### config.mk
export PLATFORM = sky130hd
export DESIGN_NAME = gwf_nav
export DESIGN_NICKNAME = d
export VERILOG_FILES = /design/src/sv/gwf_pkg.sv /design/src/sv/gwf_nav.sv
export SDC_FILE = /design/constraint.sdc
export NUM_CORES = 1
export LEC_CHECK = 0
export BUFFER_PORTS_ARGS = -buffer_cell sky130_fd_sc_hd__buf_2
export CORE_AREA = 2 2 39 41
export DETAILED_ROUTE_END_ITERATION = 12
export DIE_AREA = 0 0 41 43
export PLACE_DENSITY = 0.66
export SLEW_MARGIN = 20
export SYNTH_ARGS = -nofsm -noshare
export SYNTH_HDL_FRONTEND = slang
export SYNTH_SLANG_ARGS = --single-unit
### constraint.sdc
create_clock -name vclk -period 2.44
set_input_delay 0.488 -clock vclk [all_inputs]
set_output_delay 0.488 -clock vclk [all_outputs]
set_load 0.005 [all_outputs]
### src/sv/gwf_pkg.sv
// gwf_pkg: shared types and codes of the grid wall follower
// used by gwf_nav and grid_wall_follower; depends on nothing
package gwf_pkg;

   localparam int GRID_MAX  = 128;
   localparam int COORD_W   = 7;
   localparam int SIZE_W    = 8;
   localparam int COUNT_W   = 14;
   localparam int MAP_DEPTH = GRID_MAX * GRID_MAX;
   localparam int MAP_AW    = 2 * COORD_W;

   typedef logic [1:0] dir_type;
   localparam dir_type DIR_E = 2'd0;
   localparam dir_type DIR_S = 2'd1;
   localparam dir_type DIR_W = 2'd2;
   localparam dir_type DIR_N = 2'd3;

   typedef logic [1:0] op_type;
   localparam op_type OP_WRITE = 2'd0;
   localparam op_type OP_START = 2'd1;
   localparam op_type OP_STEP  = 2'd2;

   typedef logic [2:0] status_type;
   localparam status_type ST_ACK     = 3'd0;
   localparam status_type ST_MOVED   = 3'd1;
   localparam status_type ST_ARRIVED = 3'd2;
   localparam status_type ST_OUT     = 3'd3;
   localparam status_type ST_DONE    = 3'd4;

   typedef logic [2:0] csr_idx_type;
   localparam csr_idx_type CSR_GRID_SIZE  = 3'd0;
   localparam csr_idx_type CSR_START_ROW  = 3'd1;
   localparam csr_idx_type CSR_START_COL  = 3'd2;
   localparam csr_idx_type CSR_END_ROW    = 3'd3;
   localparam csr_idx_type CSR_END_COL    = 3'd4;
   localparam csr_idx_type CSR_STEP_LIMIT = 3'd5;

   // decision of the navigation logic for one start or step
   typedef struct packed {
      logic    found;
      dir_type dir;
      dir_type facing_turn;
      logic    lws_new;
   } nav_res_type;

endpackage

### src/sv/gwf_nav.sv
// gwf_nav: picks the heading from the four neighbour open bits
// depends on gwf_pkg
module gwf_nav import gwf_pkg::*; (
   input  logic        is_start,
   input  logic [3:0]  open_dirs,
   input  dir_type     facing,
   input  logic        left_wall_seen,
   output nav_res_type res
);

   always_comb begin
      logic    seen;
      dir_type ft;
      dir_type d;
      res  = '0;
      seen = 1'b0;
      ft   = facing;
      d    = DIR_E;
      if (is_start) begin
         // first open neighbour clockwise that comes after a wall or the edge
         for (int i = 0; i < 4; i++) begin
            if (!open_dirs[i]) begin
               seen = 1'b1;
            end
            if (seen && open_dirs[i] && !res.found) begin
               res.found = 1'b1;
               res.dir   = dir_type'(i);
            end
         end
      end else begin
         if (left_wall_seen && open_dirs[facing + 2'd3]) begin
            ft = facing + 2'd3;
         end
         // forward, right, back, left
         for (int i = 0; i < 4; i++) begin
            d = ft + dir_type'(i);
            if (open_dirs[d] && !res.found) begin
               res.found = 1'b1;
               res.dir   = d;
            end
         end
         res.facing_turn = ft;
         res.lws_new     = !open_dirs[ft + 2'd3];
      end
   end

endmodule

== Word level (Yosys, flattened, before mapping) ==
Index checks and enable logic that the tools add are counted.

* Eq/ne operators: 0
* Bitwise gates (word level): 0
* Div/mod/pow operators: 0
* Add/sub/neg operators: 4
* Magnitude comparators: 5
* Multiply operators: 0
* Shifts and indexed selects: 0
* Multiplexer cells: 36
* Reduce and logical (&&, ||, !) cells: 18

{| class="wikitable"
|+ Operators by type and width
! kind !! number
|-
| 3-bit 2-to-1 mux || 16
|-
| 2-bit by 3-bit < comparator with 1-bit output (second input constant) || 5
|-
| 1-bit 2-to-1 mux || 13
|-
| 1-bit logical AND || 11
|-
| 1-bit binary-select mux with 2-bit select || 5
|-
| 1-bit zero test || 7
|-
| 2-bit adder (second input constant) || 3
|-
| 2-bit 2-to-1 mux || 2
|-
| 2-bit by 1-bit adder with 2-bit output (second input constant) || 1
|}

* Bits in writable memories: 0
* Flip-flop bits (word level): 0
* ROM bits: 0
* Memories: 0
* Output and inout port bits: 6
* Bits in latches: 0

== Longest topological paths before layout ==
Gate-level depths: netlist of the first run.

* Depth after elaboration: 22
* Gate-level depth with buffers: 7
* Depth with buffers taken out: 5

== Worst setup path after synthesis of the first run ==
Ideal clock, no wire load.

* Path type: input -> output
* From: in facing[1]
* To: out res[4] in the netlist's numbering
* Cell stages on the path: 6
* Data arrival time: 1.719 ns
* Setup slack: 0.233 ns
* Cells stage by stage: buf_4 -> or4b_1 -> o31ai_1 -> a21o_1 -> o2111ai_1 -> a32oi_1

{| class="wikitable"
|+ RTL lines
! element !! line !! text
|-
| start, declared || gwf_nav.sv:6 || <nowiki>input dir_type facing,</nowiki>
|-
| end, declared || gwf_nav.sv:8 || <nowiki>output nav_res_type res</nowiki>
|}

==> results of run 1 <==
## worst max path at each step
stage | start | to | slack, ns | depth (start not counted)
final | left_wall_seen | res[3] | 0.03 | 7
after global routing | left_wall_seen | res[3] | -0.04 | 7
after CTS | facing[1] | res[4] | 0.01 | 7
after detailed placement | facing[1] | res[3] | 0.02 | 7
after global placement | facing[1] | res[3] | 0.003 | 7
after floorplan | facing[1] | res[4] | 0.23 | 6
## metal layers
| metal | up-vias | GRT usage [%] | part of all wire [%] |
|---|---|---|---|
| met5 | - | 0 | 0 |
| met4 | 0 | 0 | 3.4 |
| met3 | 7 | 0 | 1.1 |
| met2 | 12 | 30.6 | 51 |
| met1 | 319 | 32.3 | 44 |
| li1 | 346 | - | - |
## cell usage in the layout, fill, tap and decap left out, types with 2 or more instances in the layout
master,count
sky130_fd_sc_hd__a2111oi_2,2
sky130_fd_sc_hd__a2111oi_4,2
sky130_fd_sc_hd__a21oi_1,2
sky130_fd_sc_hd__a21oi_2,3
sky130_fd_sc_hd__a221o_1,2
sky130_fd_sc_hd__a22oi_1,2
sky130_fd_sc_hd__buf_2,10
sky130_fd_sc_hd__buf_4,10
sky130_fd_sc_hd__buf_6,3
sky130_fd_sc_hd__inv_1,3
sky130_fd_sc_hd__mux2i_1,2
sky130_fd_sc_hd__nand2_1,3
sky130_fd_sc_hd__nand3_1,3
sky130_fd_sc_hd__nor2_1,5
sky130_fd_sc_hd__nor2b_4,2
sky130_fd_sc_hd__nor3_1,3
sky130_fd_sc_hd__o21ai_0,6
sky130_fd_sc_hd__o31a_1,2
sky130_fd_sc_hd__or2_2,2
## cell type report
cell class                 instances  area share (%)
inverter                           3            1.41
multi-input combinational         68            75.2
tap                               16            2.51
timing repair buffer              24            20.8
## power groups by stage
stage / Clock, mW / Sequential, mW / Combinational [mW]
after floorplan: 0 / 0 / 0.0865
after global placement: 0 / 0 / 0.122
after detailed placement: 0 / 0 / 0.122
after CTS: 0 / 0 / 0.123
after global routing: 0 / 0 / 0.166
final: 0 / 0 / 0.153
## worst max-delay path: stages
cell                       delay (ns)
sky130_fd_sc_hd__buf_6           0.10
sky130_fd_sc_hd__nor2b_4         0.16
sky130_fd_sc_hd__a221oi_4        0.48
sky130_fd_sc_hd__o311ai_0        0.28
sky130_fd_sc_hd__o22ai_1         0.21
sky130_fd_sc_hd__a221oi_2        0.08
sky130_fd_sc_hd__buf_2           0.13
## kinds of logic after synthesis
logic type | share of synthesized area [%]
mux | 5.58
compound gates | 46.7
buf+inv | 12.5
simple gates | 35.3
## through the flow
stage | util, % | instance area [um^2] | std cells | hold WS (ns)
3_3_place_gp | 47.6 | 659 | 110 | 1.33
5_1_grt | 57.7 | 798 | 111 | 1.36
2_1_floorplan | - | 561 | 79 | 1.15
6_report | 57.7 | 798 | 111 | 1.34
4_1_cts | 47.6 | 659 | 110 | 1.34
3_5_place_dp | 47.6 | 659 | 110 | 1.34
## what timing repair did
item	in CTS	in global routing
setup buffers	0	2
gates resized for setup	0	28
endpoints found under the setup margin	0	3
hold endpoints to repair	0	0
==> results.ini, run 1 <==
[outcome]
status = completed

[sta]
layout_setup_ws_ns = 0.0343
grt_setup_unrepaired = yes
fmax_mhz = 416
final-hold-violation-count = 0
report.final.slew_viol_count = 0
worst_pin_slew_ns = 0.436
headroom_to_the_max_slew_limit_pct = 70.6
sum_of_negative_setup_slack_ns = 0
period_minus_slack_ns = 2.41
finalCritPeriodShare_pct = 98.6
finalSetupViolCount = 0

[floorplanning]
die-area_um2 = 1760
die_h_um = 43
initial_utilization_pct = 40.5
rows = 14
design.core.area_um2 = 1380
io-pin-count = 14
die_width_um = 41

[pwr]
combinational_power_share_pct = 100.0
switching_share_pct = 54.6
irDropWorstVdd_v = 0.0000926
leakage_power_total_nw = 0.313
p_int_uw = 69.5
p_sw_uw = 83.6
power.density_nw_per_um2 = 192
power.sequential.fraction_pct = 0
power.share.clock_pct = 0
design_power_total_uw = 153

[finish]
n_sequential_cell = 0
nets_finish = 105
fill_cells = 128
layout-area-overhead-vs-synth_pct = 42.4
diodes = 0
final.clkbuf_count = 0
layout-drive-gt1-share_pct = 51.6
footprint_of_the_multi_input_gates_um2 = 601
register_area_um2 = 0

[placement]
worst_setup_slack_after_placement_ns = 0.0162
place.gp.congestion = 0.923
port_buffers = 14
dp_hpwl_um = 1170

[detailed_routing]
via_per_inst = 6.16
drc = 0
antenna_violating_nets_post_route = 0
num_vias = 684
routed_wl_um = 1730
iteration_count_of_the_initial_detailed_routing_pass = 4
drt_iter0_markers = 2
wl_per_cell_um = 15.6

[global_route]
globalRoute.totalOverflow = 0
grt_max_degree = 13
global_route_wire_length_before_repair_um = 2610
antenna_found_initial = 0
first_global_vias = 586
groute.usage.overall_pct = 20.0

[synthesis]
synth_warnings = 0
synth.cell_area_um2 = 561
synth_top_cell_area_share_pct = 6.70
yosys.cell_types.count = 44
syn_nets = 87
synth_seq_area_share_pct = 0
synth_cells = 79
yosys.area.top_type = sky130_fd_sc_hd__buf_4
synth.top_cells.by_area = sky130_fd_sc_hd__buf_4, sky130_fd_sc_hd__o21ai_0, sky130_fd_sc_hd__a221oi_2, sky130_fd_sc_hd__a21oi_1, sky130_fd_sc_hd__nor2_1
yosys-top-cells-count = sky130_fd_sc_hd__nor2_1, sky130_fd_sc_hd__o21ai_0, sky130_fd_sc_hd__a21oi_1, sky130_fd_sc_hd__buf_4, sky130_fd_sc_hd__nand2_1
synthesis.area_per_instance_um2 = 7.10

[hold_path]
timing.hold.worst_endpoint = res[0]
timing.hold.worst.start = is_start
timing.hold.worst.class = input port to output pin
hold_path_depth = 3

[setup_path]
timing.setup.critical_path_class = input port to output pin
worst-endpoint-required_ns = 1.95
cp_launch_type = input port
end_kind = output pin
worst_ep_arrival_time_ns = 1.92
critPathMaxFanout = 8

[clock_tree]
cts_hold_buf = 0

[flow_run]
cap_violations = 0

Note: power is estimated with default switching activity, not from simulation.
==> inputs of run 2 (changes only) <==
- CELL_PAD_IN_SITES_DETAIL_PLACEMENT: unset -> 2
- CELL_PAD_IN_SITES_GLOBAL_PLACEMENT: unset -> 2
- CORE_AREA: 2 2 39 41 -> unset
- CORE_ASPECT_RATIO: unset -> 0.75
- CORE_UTILIZATION: unset -> 31
- DIE_AREA: 0 0 41 43 -> unset
- PLACE_DENSITY: 0.66 -> unset
- PLACE_DENSITY_LB_ADDON: unset -> 0.1
==> results.ini, run 2 <==
[synthesis]
synth_top_cell_area_share_pct = 6.70
yosys.cell_types.count = 44
synthesis.area_per_instance_um2 = 7.10
synth_warnings = 0
syn_nets = 87
synth_cells = 79
synth.top_cells.by_area = sky130_fd_sc_hd__buf_4, sky130_fd_sc_hd__o21ai_0, sky130_fd_sc_hd__a221oi_2, sky130_fd_sc_hd__a21oi_1, sky130_fd_sc_hd__nor2_1
yosys-top-cells-count = sky130_fd_sc_hd__nor2_1, sky130_fd_sc_hd__o21ai_0, sky130_fd_sc_hd__a21oi_1, sky130_fd_sc_hd__buf_4, sky130_fd_sc_hd__nand2_1
synth_seq_area_share_pct = 0
yosys.area.top_type = sky130_fd_sc_hd__buf_4
synth.cell_area_um2 = 561

[global_route]
grt_max_degree = 13
antenna_found_initial = 1

[placement]
port_buffers = 14
place.gp.congestion = 0.826
dp_hpwl_um = 1970

[outcome]
run.stop_error = [ERROR DPL-0033] detailed placement checks failed during check placement.
lastStage = 5_1_grt
status = stopped before the end

[floorplanning]
die_h_um = 38.8
rows = 12
initial_utilization_pct = 35.6
io-pin-count = 14
die_width_um = 51.1

[sta]
worst-ep-kind = output port
grt_worst_setup_endpoint = res[5]

[clock_tree]
cts_hold_buf = 0

-- run 2: cells by family after synthesis --
family,count (synthesis),share of synthesized area [%]
AO/OA/AOI/OAI,33,46.7
buffers and inverters,11,12.5
AND/OR/NAND/NOR,32,35.3
multiplexers,3,5.58
-- run 2: metrics by stage --
step                      setup WS [ns]  std cells  instance area [um^2]
after floorplan                   0.233         79                   561
after global placement          -0.0620        120                   703
after detailed placement         -0.121        120                   703
after CTS                       -0.0651        122                   790
-- run 2: what timing repair did --
item / 4_1_cts
setup endpoints to repair: 4
buffers inserted: 2
gates resized for setup: 18
pin swaps: 6
==> inputs of run 3 (changes only) <==
- CELL_PAD_IN_SITES_DETAIL_PLACEMENT: 2 -> unset
- CELL_PAD_IN_SITES_GLOBAL_PLACEMENT: 2 -> unset
- CORE_AREA: unset -> 2 2 63 65
- CORE_ASPECT_RATIO: 0.75 -> unset
- CORE_UTILIZATION: 31 -> unset
- DIE_AREA: unset -> 0 0 65 67
- PLACE_DENSITY_LB_ADDON: 0.1 -> 0.15
==> results.ini, run 3 (same netlist as run 1, synthesis figures left out) <==
[finish]
diodes = 0
layout-area-overhead-vs-synth_pct = 68.3
nets_finish = 113
layout_commonest_cell = sky130_fd_sc_hd__buf_4
final_util_pct = 26.2
layout-drive-gt1-share_pct = 57.3
final_area_um2 = 943
register_area_um2 = 0
final.clkbuf_count = 0
layout.cells.most_common_list = sky130_fd_sc_hd__buf_4, sky130_fd_sc_hd__buf_2, sky130_fd_sc_hd__o21ai_0, sky130_fd_sc_hd__buf_6, sky130_fd_sc_hd__nor2_1
n_sequential_cell = 0
fill_cells = 399

[floorplanning]
design.core.area_um2 = 3610
rows = 22
die_h_um = 67
initial_utilization_pct = 15.5
die_width_um = 65
die-area_um2 = 4360
io-pin-count = 14

[setup_path]
critical_path.startpoint = left_wall_seen
cp_launch_type = input port
end_kind = output pin
worst-endpoint-required_ns = 1.95
worst_ep_arrival_time_ns = 1.91
timing.setup.critical_path_class = input port to output pin
cp-endpoint = res[3]
critPathMaxFanout = 7

[sta]
period_minus_slack_ns = 2.39
layout_setup_ws_ns = 0.0462
final-hold-violation-count = 0
fmax_mhz = 418
fin_hold_ws_ns = 1.35
headroom_to_the_max_slew_limit_pct = 69.2
finalSetupViolCount = 0
report.final.slew_viol_count = 0
worst_pin_slew_ns = 0.462
finalCritPeriodShare_pct = 98.1
grt_setup_unrepaired = yes

[hold_path]
hold_path_depth = 3
timing.hold.worst.class = input port to output pin

[flow_run]
cap_violations = 0

[pwr]
power.density_nw_per_um2 = 187
leakage_power_total_nw = 0.367
irDropWorstVdd_v = 0.0000652
design_power_total_uw = 176

[global_route]
global_route_wire_length_before_repair_um = 3220
first_global_vias = 712
globalRoute.totalOverflow = 0
antenna_found_initial = 0
grt_max_degree = 15
groute.usage.overall_pct = 8.95

[placement]
post_dp_cell_area_um2 = 779
worst_setup_slack_after_placement_ns = -0.0323
port_buffers = 14
dp_hpwl_um = 1520
place.gp.congestion = 0.761

[detailed_routing]
iteration_count_of_the_initial_detailed_routing_pass = 4
drc = 0
antenna_violating_nets_post_route = 0
wl_per_cell_um = 13.0
drt_iter0_markers = 24
num_vias = 706
via_per_inst = 4.68
routed_wl_um = 1960

[clock_tree]
cts_hold_buf = 0

[outcome]
status = completed

-- run 3: area by class of cell --
class	count	area [um^2]	share of cell area, %
Inverter	3	11.3	1.19
Multi-Input combinational cell	68	619	65.6
Tap cell	48	60.1	6.37
Timing Repair Buffer	32	253	26.8
-- run 3: per-layer routing --
layer	global-route usage, %	share of wire (%)	up-vias
li1	-	-	360
met1	10.4	41	321
met2	18.3	54	19
met3	0.338	2.8	6
met4	1.06	2.1	0
met5	0	0	-
-- run 3: worst max-delay path, stage by stage --
cell and delay [ns]:
sky130_fd_sc_hd__buf_6 0.09, sky130_fd_sc_hd__nor2b_4 0.15, sky130_fd_sc_hd__a221oi_4 0.48, sky130_fd_sc_hd__o311ai_0 0.26, sky130_fd_sc_hd__o22ai_1 0.21, sky130_fd_sc_hd__a221oi_2 0.08
sky130_fd_sc_hd__buf_2 0.13
-- run 3: per-stage QoR --
step / instances / TNS, ns
after detailed placement: 151 / -0.0851
after global routing: 151 / -0.101
after CTS: 151 / -0.00516
after global placement: 151 / -0.105
final: 151 / 0
after floorplan: 79 / 0
-- run 3: what timing repair did --
action / 4_1_cts / 5_1_grt
endpoints found under the setup margin: 3 / 3
pin swaps: 1 / 8
hold endpoints to repair: 0 / 0
cloned: 0 / 0
setup buffers: 0 / 0
gates resized for setup: 3 / 33
-- run 3: report_power, final --
part | internal (mW) | switching, mW | total [mW]
clock network | 0 | 0 | 0
logic | 0.0856 | 0.0907 | 0.176
registers | 0 | 0 | 0
total | 0.0856 | 0.0907 | 0.176
-- run 3: how the worst min path moves through the flow --
stage / start / slack [ns] / endpoint
CTS: is_start / 1.34 / res[1]
detailed placement: is_start / 1.34 / res[1]
global route: is_start / 1.37 / res[0]
global placement: is_start / 1.34 / res[1]
finish: is_start / 1.35 / res[1]
floorplan: is_start / 1.15 / res[0]
